### src/sv/sound_voice_allocator_unit_assert.svh
// ---------------------------------------------------------------------------
// Assertion macros
// Shared concurrent assertion forms for the voice allocator.
// ---------------------------------------------------------------------------
`ifndef SOUND_VOICE_ALLOCATOR_UNIT_ASSERT_SVH
`define SOUND_VOICE_ALLOCATOR_UNIT_ASSERT_SVH

// same-cycle implication
`define SVALLOC_ASSERT_IMP(lbl, clk, rst_n, ante, cons, msg) \
	lbl: assert property (@(posedge clk) disable iff (!rst_n) (ante) |-> (cons)) \
		else $error(msg);

// next-cycle implication
`define SVALLOC_ASSERT_NXT(lbl, clk, rst_n, ante, cons, msg) \
	lbl: assert property (@(posedge clk) disable iff (!rst_n) (ante) |=> (cons)) \
		else $error(msg);

`endif

### src/sv/svalloc_pkg.sv
// ---------------------------------------------------------------------------
// svalloc_pkg
// Types and constants shared by the voice allocator modules.
// ---------------------------------------------------------------------------
package svalloc_pkg;

	localparam int NUM_VOICES_DEF = 32;
	localparam int ENT_W          = 10;
	localparam int ECH_W          = 3;
	localparam int TIME_W         = 31;
	localparam int IDX_W          = 5;
	localparam int LIFE_W         = 32;
	localparam logic signed [LIFE_W-1:0] LIFE_MAX = 32'sh7fff_ffff;
	localparam logic [ENT_W-1:0] PLAYER_RST = 10'd1;

	typedef enum logic [1:0] {
		ACT_ALLOC   = 2'd0,
		ACT_RELEASE = 2'd1,
		ACT_STREAM  = 2'd2,
		ACT_CLEAR   = 2'd3
	} action_t;

	typedef struct packed {
		logic              active;
		logic              streaming;
		logic [ENT_W-1:0]  entity;
		logic [ECH_W-1:0]  channel;
		logic [TIME_W-1:0] end_time;
	} voice_t;

	typedef enum logic [2:0] {
		ST_IDLE,
		ST_SCAN,
		ST_WRITE,
		ST_TGT_RD,
		ST_TGT_WR,
		ST_DONE
	} state_t;

endpackage

### src/sv/svalloc_voice_table.sv
// ---------------------------------------------------------------------------
// svalloc_voice_table
// Voice state memory, one read and one write port, registered read data.
// Per-entry valid flags make unwritten or cleared entries read as zero.
// ---------------------------------------------------------------------------
module svalloc_voice_table
	import svalloc_pkg::*;
#(
	parameter int NUM_VOICES = NUM_VOICES_DEF,
	parameter int AW         = $clog2(NUM_VOICES)
) (
	input  logic          clk,
	input  logic          arst_n,
	input  logic          clr_all,
	input  logic          rd_en,
	input  logic [AW-1:0] rd_addr,
	output voice_t        rd_data,
	input  logic          wr_en,
	input  logic [AW-1:0] wr_addr,
	input  voice_t        wr_data
);

	voice_t                mem [NUM_VOICES];
	voice_t                rd_raw_q;
	logic [NUM_VOICES-1:0] vld_q;
	logic                  rd_vld_q;

	always_ff @(posedge clk) begin
		if (wr_en) begin
			mem[wr_addr] <= wr_data;
		end
		if (rd_en) begin
			rd_raw_q <= mem[rd_addr];
		end
	end

	always_ff @(posedge clk or negedge arst_n) begin
		if (!arst_n) begin
			vld_q    <= '0;
			rd_vld_q <= 1'b0;
		end else begin
			if (clr_all) begin
				vld_q <= '0;
			end else if (wr_en) begin
				vld_q[wr_addr] <= 1'b1;
			end
			if (rd_en) begin
				rd_vld_q <= vld_q[rd_addr];
			end
		end
	end

	assign rd_data = rd_vld_q ? rd_raw_q : '0;

endmodule

### src/sv/sound_voice_allocator_unit.sv
// ---------------------------------------------------------------------------
// sound_voice_allocator_unit
// Voice-stealing allocator over a table of mixer voices kept in memory.
//
// channel   dir  width      contents
// s_axis    in   80 + 2     request (tdata), action (tuser)
// m_axis    out  8 + 1      voice index, stole flag (tdata), granted (tuser)
// cfg       in   10         player entity register
//
// Allocate: the scan reads one voice-table entry per cycle; a channel match
// ends the scan early, and the chosen voice, if any, is then written.
// Release writes the target entry, mark streaming reads it first; clear all and a bad target skip both.
// One request in flight; a new one is taken while the result waits on m_axis.
// Reset empties the table at once and sets the player entity to 1.
// ---------------------------------------------------------------------------
`include "sound_voice_allocator_unit_assert.svh"

module sound_voice_allocator_unit
	import svalloc_pkg::*;
#(
	parameter int NUM_VOICES = NUM_VOICES_DEF
) (
	input  logic             clk,
	input  logic             arst_n,
	input  logic             cfg_we,
	input  logic [ENT_W-1:0] cfg_wdata,
	input  logic             s_axis_tvalid,
	output logic             s_axis_tready,
	// entity[9:0], entity_channel[12:10], current_time[43:13],
	// end_time[74:44], target_voice[79:75]
	input  logic [79:0]      s_axis_tdata,
	// action[1:0]
	input  logic [1:0]       s_axis_tuser,
	output logic             m_axis_tvalid,
	input  logic             m_axis_tready,
	// voice_index[4:0], stole_active[5], zero pad [7:6]
	output logic [7:0]       m_axis_tdata,
	// granted[0]
	output logic [0:0]       m_axis_tuser
);

	localparam int AW = $clog2(NUM_VOICES);
	localparam int CW = $clog2(NUM_VOICES + 1);

	state_t              state_q, state_d;
	logic [ENT_W-1:0]    player_q;

	logic [ENT_W-1:0]    ent_q;
	logic [ECH_W-1:0]    ech_q;
	logic [TIME_W-1:0]   now_q;
	logic [TIME_W-1:0]   endt_q;
	logic [IDX_W-1:0]    tgt_q;
	action_t             act_q;

	logic [CW-1:0]       rd_cnt_q;
	logic                vld_s1;
	logic [AW-1:0]       idx_s1;
	logic                found_q;
	logic                picked_q;
	logic                pick_act_q;
	logic [AW-1:0]       pick_q;
	logic signed [LIFE_W-1:0] best_q;

	logic                res_grant_q;
	logic [IDX_W-1:0]    res_idx_q;
	logic                res_stole_q;
	logic                m_valid_q;
	logic [IDX_W-1:0]    m_idx_q;
	logic                m_stole_q;
	logic                m_grant_q;

	logic                in_xfer;
	action_t             in_act;
	logic                in_tgt_oob;
	logic                tgt_oob;
	logic                scan_end;
	logic                out_free;

	logic                clr_all;
	logic                rd_en;
	logic [AW-1:0]       rd_addr;
	voice_t              rd_data;
	logic                wr_en;
	logic [AW-1:0]       wr_addr;
	voice_t              wr_data;

	logic                eval;
	logic                match;
	logic                prot;
	logic                take;
	logic signed [LIFE_W-1:0] life;

	assign in_xfer    = s_axis_tvalid && s_axis_tready;
	assign in_act     = action_t'(s_axis_tuser);
	assign in_tgt_oob = 32'(s_axis_tdata[79:75]) >= 32'(NUM_VOICES);
	assign tgt_oob    = 32'(tgt_q) >= 32'(NUM_VOICES);
	assign out_free   = !m_valid_q || m_axis_tready;
	assign scan_end   = (found_q || (32'(rd_cnt_q) == 32'(NUM_VOICES))) && !vld_s1;

	assign s_axis_tready = (state_q == ST_IDLE);
	assign m_axis_tvalid = m_valid_q;
	assign m_axis_tdata  = {2'b00, m_stole_q, m_idx_q};
	assign m_axis_tuser  = m_grant_q;

	// scan evaluation of one entry
	assign life  = $signed({1'b0, rd_data.end_time}) - $signed({1'b0, now_q});
	assign eval  = vld_s1 && !found_q && !rd_data.streaming;
	assign match = eval && (ech_q != '0) && (rd_data.entity == ent_q)
		&& (rd_data.channel == ech_q);
	assign prot  = (rd_data.entity == player_q) && (ent_q != player_q) && rd_data.active;
	assign take  = match || (eval && !prot && (life < best_q));

	svalloc_voice_table #(
		.NUM_VOICES (NUM_VOICES),
		.AW         (AW)
	) u_table (
		.clk     (clk),
		.arst_n  (arst_n),
		.clr_all (clr_all),
		.rd_en   (rd_en),
		.rd_addr (rd_addr),
		.rd_data (rd_data),
		.wr_en   (wr_en),
		.wr_addr (wr_addr),
		.wr_data (wr_data)
	);

	always_comb begin
		state_d = state_q;
		unique case (state_q)
			ST_IDLE: begin
				if (in_xfer) begin
					unique case (in_act) inside
						ACT_ALLOC: state_d = ST_SCAN;
						ACT_CLEAR: state_d = ST_DONE;
						ACT_RELEASE, ACT_STREAM: begin
							if (in_tgt_oob) begin
								state_d = ST_DONE;
							end else if (in_act == ACT_STREAM) begin
								state_d = ST_TGT_RD;
							end else begin
								state_d = ST_TGT_WR;
							end
						end
						default: state_d = ST_DONE;
					endcase
				end
			end
			ST_SCAN: begin
				if (scan_end) begin
					state_d = picked_q ? ST_WRITE : ST_DONE;
				end
			end
			ST_WRITE:  state_d = ST_DONE;
			ST_TGT_RD: state_d = ST_TGT_WR;
			ST_TGT_WR: state_d = ST_DONE;
			ST_DONE: begin
				if (out_free) begin
					state_d = ST_IDLE;
				end
			end
			default: state_d = ST_IDLE;
		endcase
	end

	always_comb begin
		clr_all = 1'b0;
		rd_en   = 1'b0;
		rd_addr = '0;
		wr_en   = 1'b0;
		wr_addr = '0;
		wr_data = '0;
		unique case (state_q)
			ST_IDLE: begin
				clr_all = in_xfer && (in_act == ACT_CLEAR);
			end
			ST_SCAN: begin
				rd_en   = !found_q && (32'(rd_cnt_q) < 32'(NUM_VOICES));
				rd_addr = rd_cnt_q[AW-1:0];
			end
			ST_WRITE: begin
				wr_en             = 1'b1;
				wr_addr           = pick_q;
				wr_data.active    = 1'b1;
				wr_data.streaming = 1'b0;
				wr_data.entity    = ent_q;
				wr_data.channel   = ech_q;
				wr_data.end_time  = endt_q;
			end
			ST_TGT_RD: begin
				rd_en   = 1'b1;
				rd_addr = AW'(tgt_q);
			end
			ST_TGT_WR: begin
				wr_en   = 1'b1;
				wr_addr = AW'(tgt_q);
				if (act_q == ACT_STREAM) begin
					wr_data           = rd_data;
					wr_data.streaming = 1'b1;
				end
			end
			ST_DONE: begin
			end
			default: begin
			end
		endcase
	end

	always_ff @(posedge clk or negedge arst_n) begin
		if (!arst_n) begin
			state_q   <= ST_IDLE;
			player_q  <= PLAYER_RST;
			m_valid_q <= 1'b0;
			vld_s1    <= 1'b0;
			found_q   <= 1'b0;
			picked_q  <= 1'b0;
			rd_cnt_q  <= '0;
		end else begin
			state_q <= state_d;
			if (cfg_we) begin
				player_q <= cfg_wdata;
			end
			if (state_q == ST_DONE && out_free) begin
				m_valid_q <= 1'b1;
			end else if (m_axis_tready) begin
				m_valid_q <= 1'b0;
			end
			vld_s1 <= rd_en && (state_q == ST_SCAN);
			if (in_xfer) begin
				rd_cnt_q <= '0;
				found_q  <= 1'b0;
				picked_q <= 1'b0;
			end else if (state_q == ST_SCAN) begin
				if (rd_en) begin
					rd_cnt_q <= rd_cnt_q + 1'b1;
				end
				if (match) begin
					found_q <= 1'b1;
				end
				if (take) begin
					picked_q <= 1'b1;
				end
			end
		end
	end

	always_ff @(posedge clk) begin
		idx_s1 <= rd_addr;
		if (in_xfer) begin
			act_q  <= in_act;
			ent_q  <= s_axis_tdata[9:0];
			ech_q  <= s_axis_tdata[12:10];
			now_q  <= s_axis_tdata[43:13];
			endt_q <= s_axis_tdata[74:44];
			tgt_q  <= s_axis_tdata[79:75];
			best_q <= LIFE_MAX;
			if (in_act == ACT_CLEAR) begin
				res_grant_q <= 1'b1;
				res_idx_q   <= '0;
				res_stole_q <= 1'b0;
			end else begin
				res_grant_q <= 1'b0;
				res_idx_q   <= (in_act == ACT_ALLOC) ? '0 : s_axis_tdata[79:75];
				res_stole_q <= 1'b0;
			end
		end
		if (state_q == ST_SCAN && take) begin
			best_q     <= life;
			pick_q     <= idx_s1;
			pick_act_q <= rd_data.active;
		end
		if (state_q == ST_WRITE) begin
			res_grant_q <= 1'b1;
			res_idx_q   <= IDX_W'(pick_q);
			res_stole_q <= pick_act_q;
		end
		if (state_q == ST_TGT_WR) begin
			res_grant_q <= 1'b1;
		end
		if (state_q == ST_DONE && out_free) begin
			m_grant_q <= res_grant_q;
			m_idx_q   <= res_idx_q;
			m_stole_q <= res_stole_q;
		end
	end

	`SVALLOC_ASSERT_IMP(a_cnt_bound, clk, arst_n, 1'b1,
		32'(rd_cnt_q) <= 32'(NUM_VOICES), "scan counter past table end")
	`SVALLOC_ASSERT_IMP(a_stop_on_match, clk, arst_n, found_q && state_q == ST_SCAN,
		!rd_en, "read issued after channel match")
	`SVALLOC_ASSERT_IMP(a_write_has_pick, clk, arst_n, state_q == ST_WRITE,
		picked_q && !tgt_oob || picked_q, "write-back without a chosen voice")
	`SVALLOC_ASSERT_NXT(a_alloc_scan, clk, arst_n,
		in_xfer && in_act == ACT_ALLOC,
		state_q == ST_SCAN && rd_cnt_q == '0, "allocate did not start a scan")

endmodule

### config.mk
export PLATFORM = sky130hd
export DESIGN_NAME = sound_voice_allocator_unit
export DESIGN_NICKNAME = d
export VERILOG_FILES = /design/src/sv/svalloc_pkg.sv /design/src/sv/svalloc_voice_table.sv /design/src/sv/sound_voice_allocator_unit.sv
export VERILOG_INCLUDE_DIRS = /design/src /design/src/sv
export SDC_FILE = /design/constraint.sdc
export NUM_CORES = 2
export LEC_CHECK = 0
export BUFFER_PORTS_ARGS = -buffer_cell sky130_fd_sc_hd__buf_2
export CORE_UTILIZATION = 45
export CTS_BUF_LIST = sky130_fd_sc_hd__clkbuf_4 sky130_fd_sc_hd__clkbuf_8 sky130_fd_sc_hd__clkbuf_16
export DETAILED_ROUTE_END_ITERATION = 10
export HOLD_SLACK_MARGIN = 0.02
export PLACE_DENSITY_LB_ADDON = 0.25
export SYNTH_ARGS = -nofsm -noshare
export SYNTH_HDL_FRONTEND = slang
export SYNTH_HIERARCHICAL = 1
export SYNTH_SLANG_ARGS = --single-unit
### constraint.sdc
create_clock -name clk -period 13.9 [get_ports clk]
set_clock_uncertainty 0.2 [all_clocks]
set_input_delay 0.695 -clock clk [delete_from_list [all_inputs] [get_ports clk]]
set_output_delay 0.695 -clock clk [all_outputs]
set_load 0.05 [all_outputs]
==> impl_metrics.toml <==
[outcome]
run_status = "finished, final reports clean"

[sta]
fin_crit_ns = 6.40
fin_tns_setup_ns = 0
period_share_pct = 46.1
finalMaxSlewViolations = 0
tightest_slew_ns = 1.31
fmax_mhz = 156
setup_viol = 0
slew_headroom_pct = 12.7
layout_setup_ws_ns = 7.50
grt_setup_unrepaired = "no"
whs_ns = 0.112
finalHoldViolations = 0

[logic_synthesis]
syn_inst = 3208
synth_cell_types = 76
netlist_area_um2 = 68300
syn_area_per_cell_um2 = 21.3
synthSimpleGateAreaFrac_pct = 2.78
synth_edf_count = 1651
ys_ff_latch = 1713
synth_top_area_share_pct = 72.6
synth-main-ff-cell = "edfxtp_1"
synthMuxAreaShare_pct = 16.5
synthTopCellsByArea = "edfxtp_1, mux4_2, dfrtp_1, ha_1, mux2_2"
yosys_warnings = 6
synth_compound_area_share_pct = 2.37
synth_top_family_by_area = "multiplexers"
synthXorXnorAreaFrac_pct = 0.693
yosysTopAreaCell = "edfxtp_1"
ys_seq_area_share_pct = 74.8
async_flop_share_pct = 3.27
synth_adder_area_share_pct = 1.20

[drt]
vias = 33700
first_pass_iters = 6
ant_nets = 0
routed_wl_um = 174000
drt_iter0_drc = 4108
viasPerCell = 5.95
drc = 0
wl_per_cell_um = 30.7

[power]
leakagePower_nw = 24.7
p_total_w = 0.0149
vdd_drop_max_mv = 0.145
seq_power_share_pct = 42.5
power_frac_comb_pct = 27.3
p_clk_share_pct = 30.2
p_sw_w = 0.00437
pwr_density_cell_nw_per_um2 = 191
swShare_pct = 29.4
p_int_w = 0.0105

[clocking]
post_cts_buffers = 0
cts_num_sinks = 1713
clk_latency_ns = 0.82
ctsHtreeMaxLevel = 4
path_clk_slew_ns = 0.06
clockRootBuffer = "clkbuf_16"
clock_path_buffers = 3
cts_repair_resize_count = 0
cts_tree = "done"
cts_buffers = 175
ctsHoldBuffers = 94

[floorplan]
die_y_um = 392
design.core.area_um2 = 150000
core.rowCount = 142
die_x_um = 392
die_area_um2 = 153000
pin_count = 108
start_util_pct = 45.4

[worst_setup_path]
cp_max_fo = 47
crit_type = "flip-flop to flip-flop"
regToRegSetupSlack_ns = 7.50
worstPathArrival_ns = 6.77
critPathLaunchType = "flip-flop"
required_ns = 14.27
endpoint_kind = "flip-flop"

[final_layout]
syn_to_final_growth_pct = 13.9
nets = 3657
fill_cells = 11700
drive_gt1_share_pct = 28.4
final_common_cell = "edfxtp_1"
layout.cells.non_filler = 5662
final_cell_mix = "edfxtp_1, mux4_2, clkbuf_16"

[global_routing]
grt_pass1_wl_um = 246000
antenna_found_initial = 4
grt-ovfl-total = 0
track_usage_pct = 22.9
grt_pass1_vias = 33600
grt_max_degree = 106

[placed_design]
dpl.cell_count = 5240
pre_cts_ws_ns = 7.51
hpwl_um = 88300
port_buffers = 105
gp_congestion = 0.830

[job]
cap_violations = 0

[worst_hold_path]
hold_class = "input pin to flip-flop"
per-layer routing:
metal	up-vias	GRT usage, %	share of wire [%]
met5	-	0	0
met4	0	7.14	2.7
met3	230	4.72	8.5
li1	13900	-	-
met2	1490	35.2	47
met1	18100	33.1	42
power by group through the flow:
stage | Clock, W | Sequential, W | Combinational, W
after floorplan | 0 | 0.00639 | 0.00302
after global placement | 0 | 0.00642 | 0.00402
after detailed placement | 0 | 0.00642 | 0.00404
after CTS | 0.00458 | 0.00632 | 0.00408
after global routing | 0.00476 | 0.00635 | 0.00436
final | 0.00450 | 0.00632 | 0.00405
cells by family after synthesis:
family | Yosys count
simple gates | 377
compound gates | 223
mux | 541
other cells | 1
buf+inv | 234
flops | 1713
xor+xnor | 54
fa+ha+maj | 65
sequential cells by signal (all words and copies together), names as in the netlist, 2 cells and up:
signal and count:
rd_cnt_q 6, now_q 31, player_q 10, u_table/mem 1472, ech_q 3, state_q 3
ent_q 10, m_idx_q 5, u_table/rd_raw_q 46, act_q 2, idx_s1 5, u_table/vld_q 32
endt_q 31, tgt_q 5, res_idx_q 5, pick_q 5, best_q 32
final cells by class:
| type | instances | area, um2 | share of cell area (%) |
|---|---|---|---|
| antenna | 2 | 5.00 | 0.00643 |
| clock buffer | 225 | 4770 | 6.13 |
| clock inverter | 101 | 759 | 0.976 |
| inverter | 76 | 288 | 0.370 |
| multi-input combinational | 1262 | 16400 | 21.0 |
| sequential | 1713 | 51100 | 65.7 |
| tap | 2016 | 2520 | 3.24 |
| timing repair buffer | 267 | 2000 | 2.57 |
worst max-delay path, stage by stage (launching register included):
cell and delay, ns:
dfrtp_2 0.33, buf_4 0.60, and2_1 0.25, inv_1 0.05, ha_1 0.20, fa_1 0.41
nor2b_1 0.19, o2111ai_1 0.20, a21oi_1 0.39, nor4_4 0.11, nor4_1 0.50, o31a_1 0.24
nor2_1 0.06, ha_1 0.28, nand4_1 0.11, nor2_1 0.09, a21boi_1 0.15, o41a_1 0.37
nor4_1 0.26, or2_1 0.54, buf_4 0.40, o21ai_0 0.14
Yosys cell counts (20+ instances only):
library cell	count
a21oi_1	46
a22o_1	51
and2_1	54
buf_2	22
buf_4	36
clkbuf_1	77
dfrtp_1	55
edfxtp_1	1651
ha_1	64
inv_1	75
mux2_2	57
mux2i_1	24
mux4_2	460
nand2_1	43
nand2b_1	24
nor2_1	150
o21ai_0	20
xnor2_1	37
worst paths after layout:
path                                  start               end  cells after the start
max in group asynchronous            arst_n  u_table/rd_vld_q                      3
setup reg to reg           u_table/rd_vld_q        best_q[15]                     21
hold / removal                       cfg_we       player_q[8]                      2
hold reg to reg                   idx_s1[3]         pick_q[3]                      0
setup / recovery           u_table/rd_vld_q        best_q[15]                     21
min in group asynchronous            arst_n           found_q                      3
through the flow:
stage | util, % | cell area (um2)
after floorplan | - | 68300
after detailed placement | 47.5 | 71300
final | 51.8 | 77800
after CTS | 51.8 | 77800
after global placement | 47.5 | 71300
after global routing | 51.8 | 77800
Power figures use the tool's default switching activity.
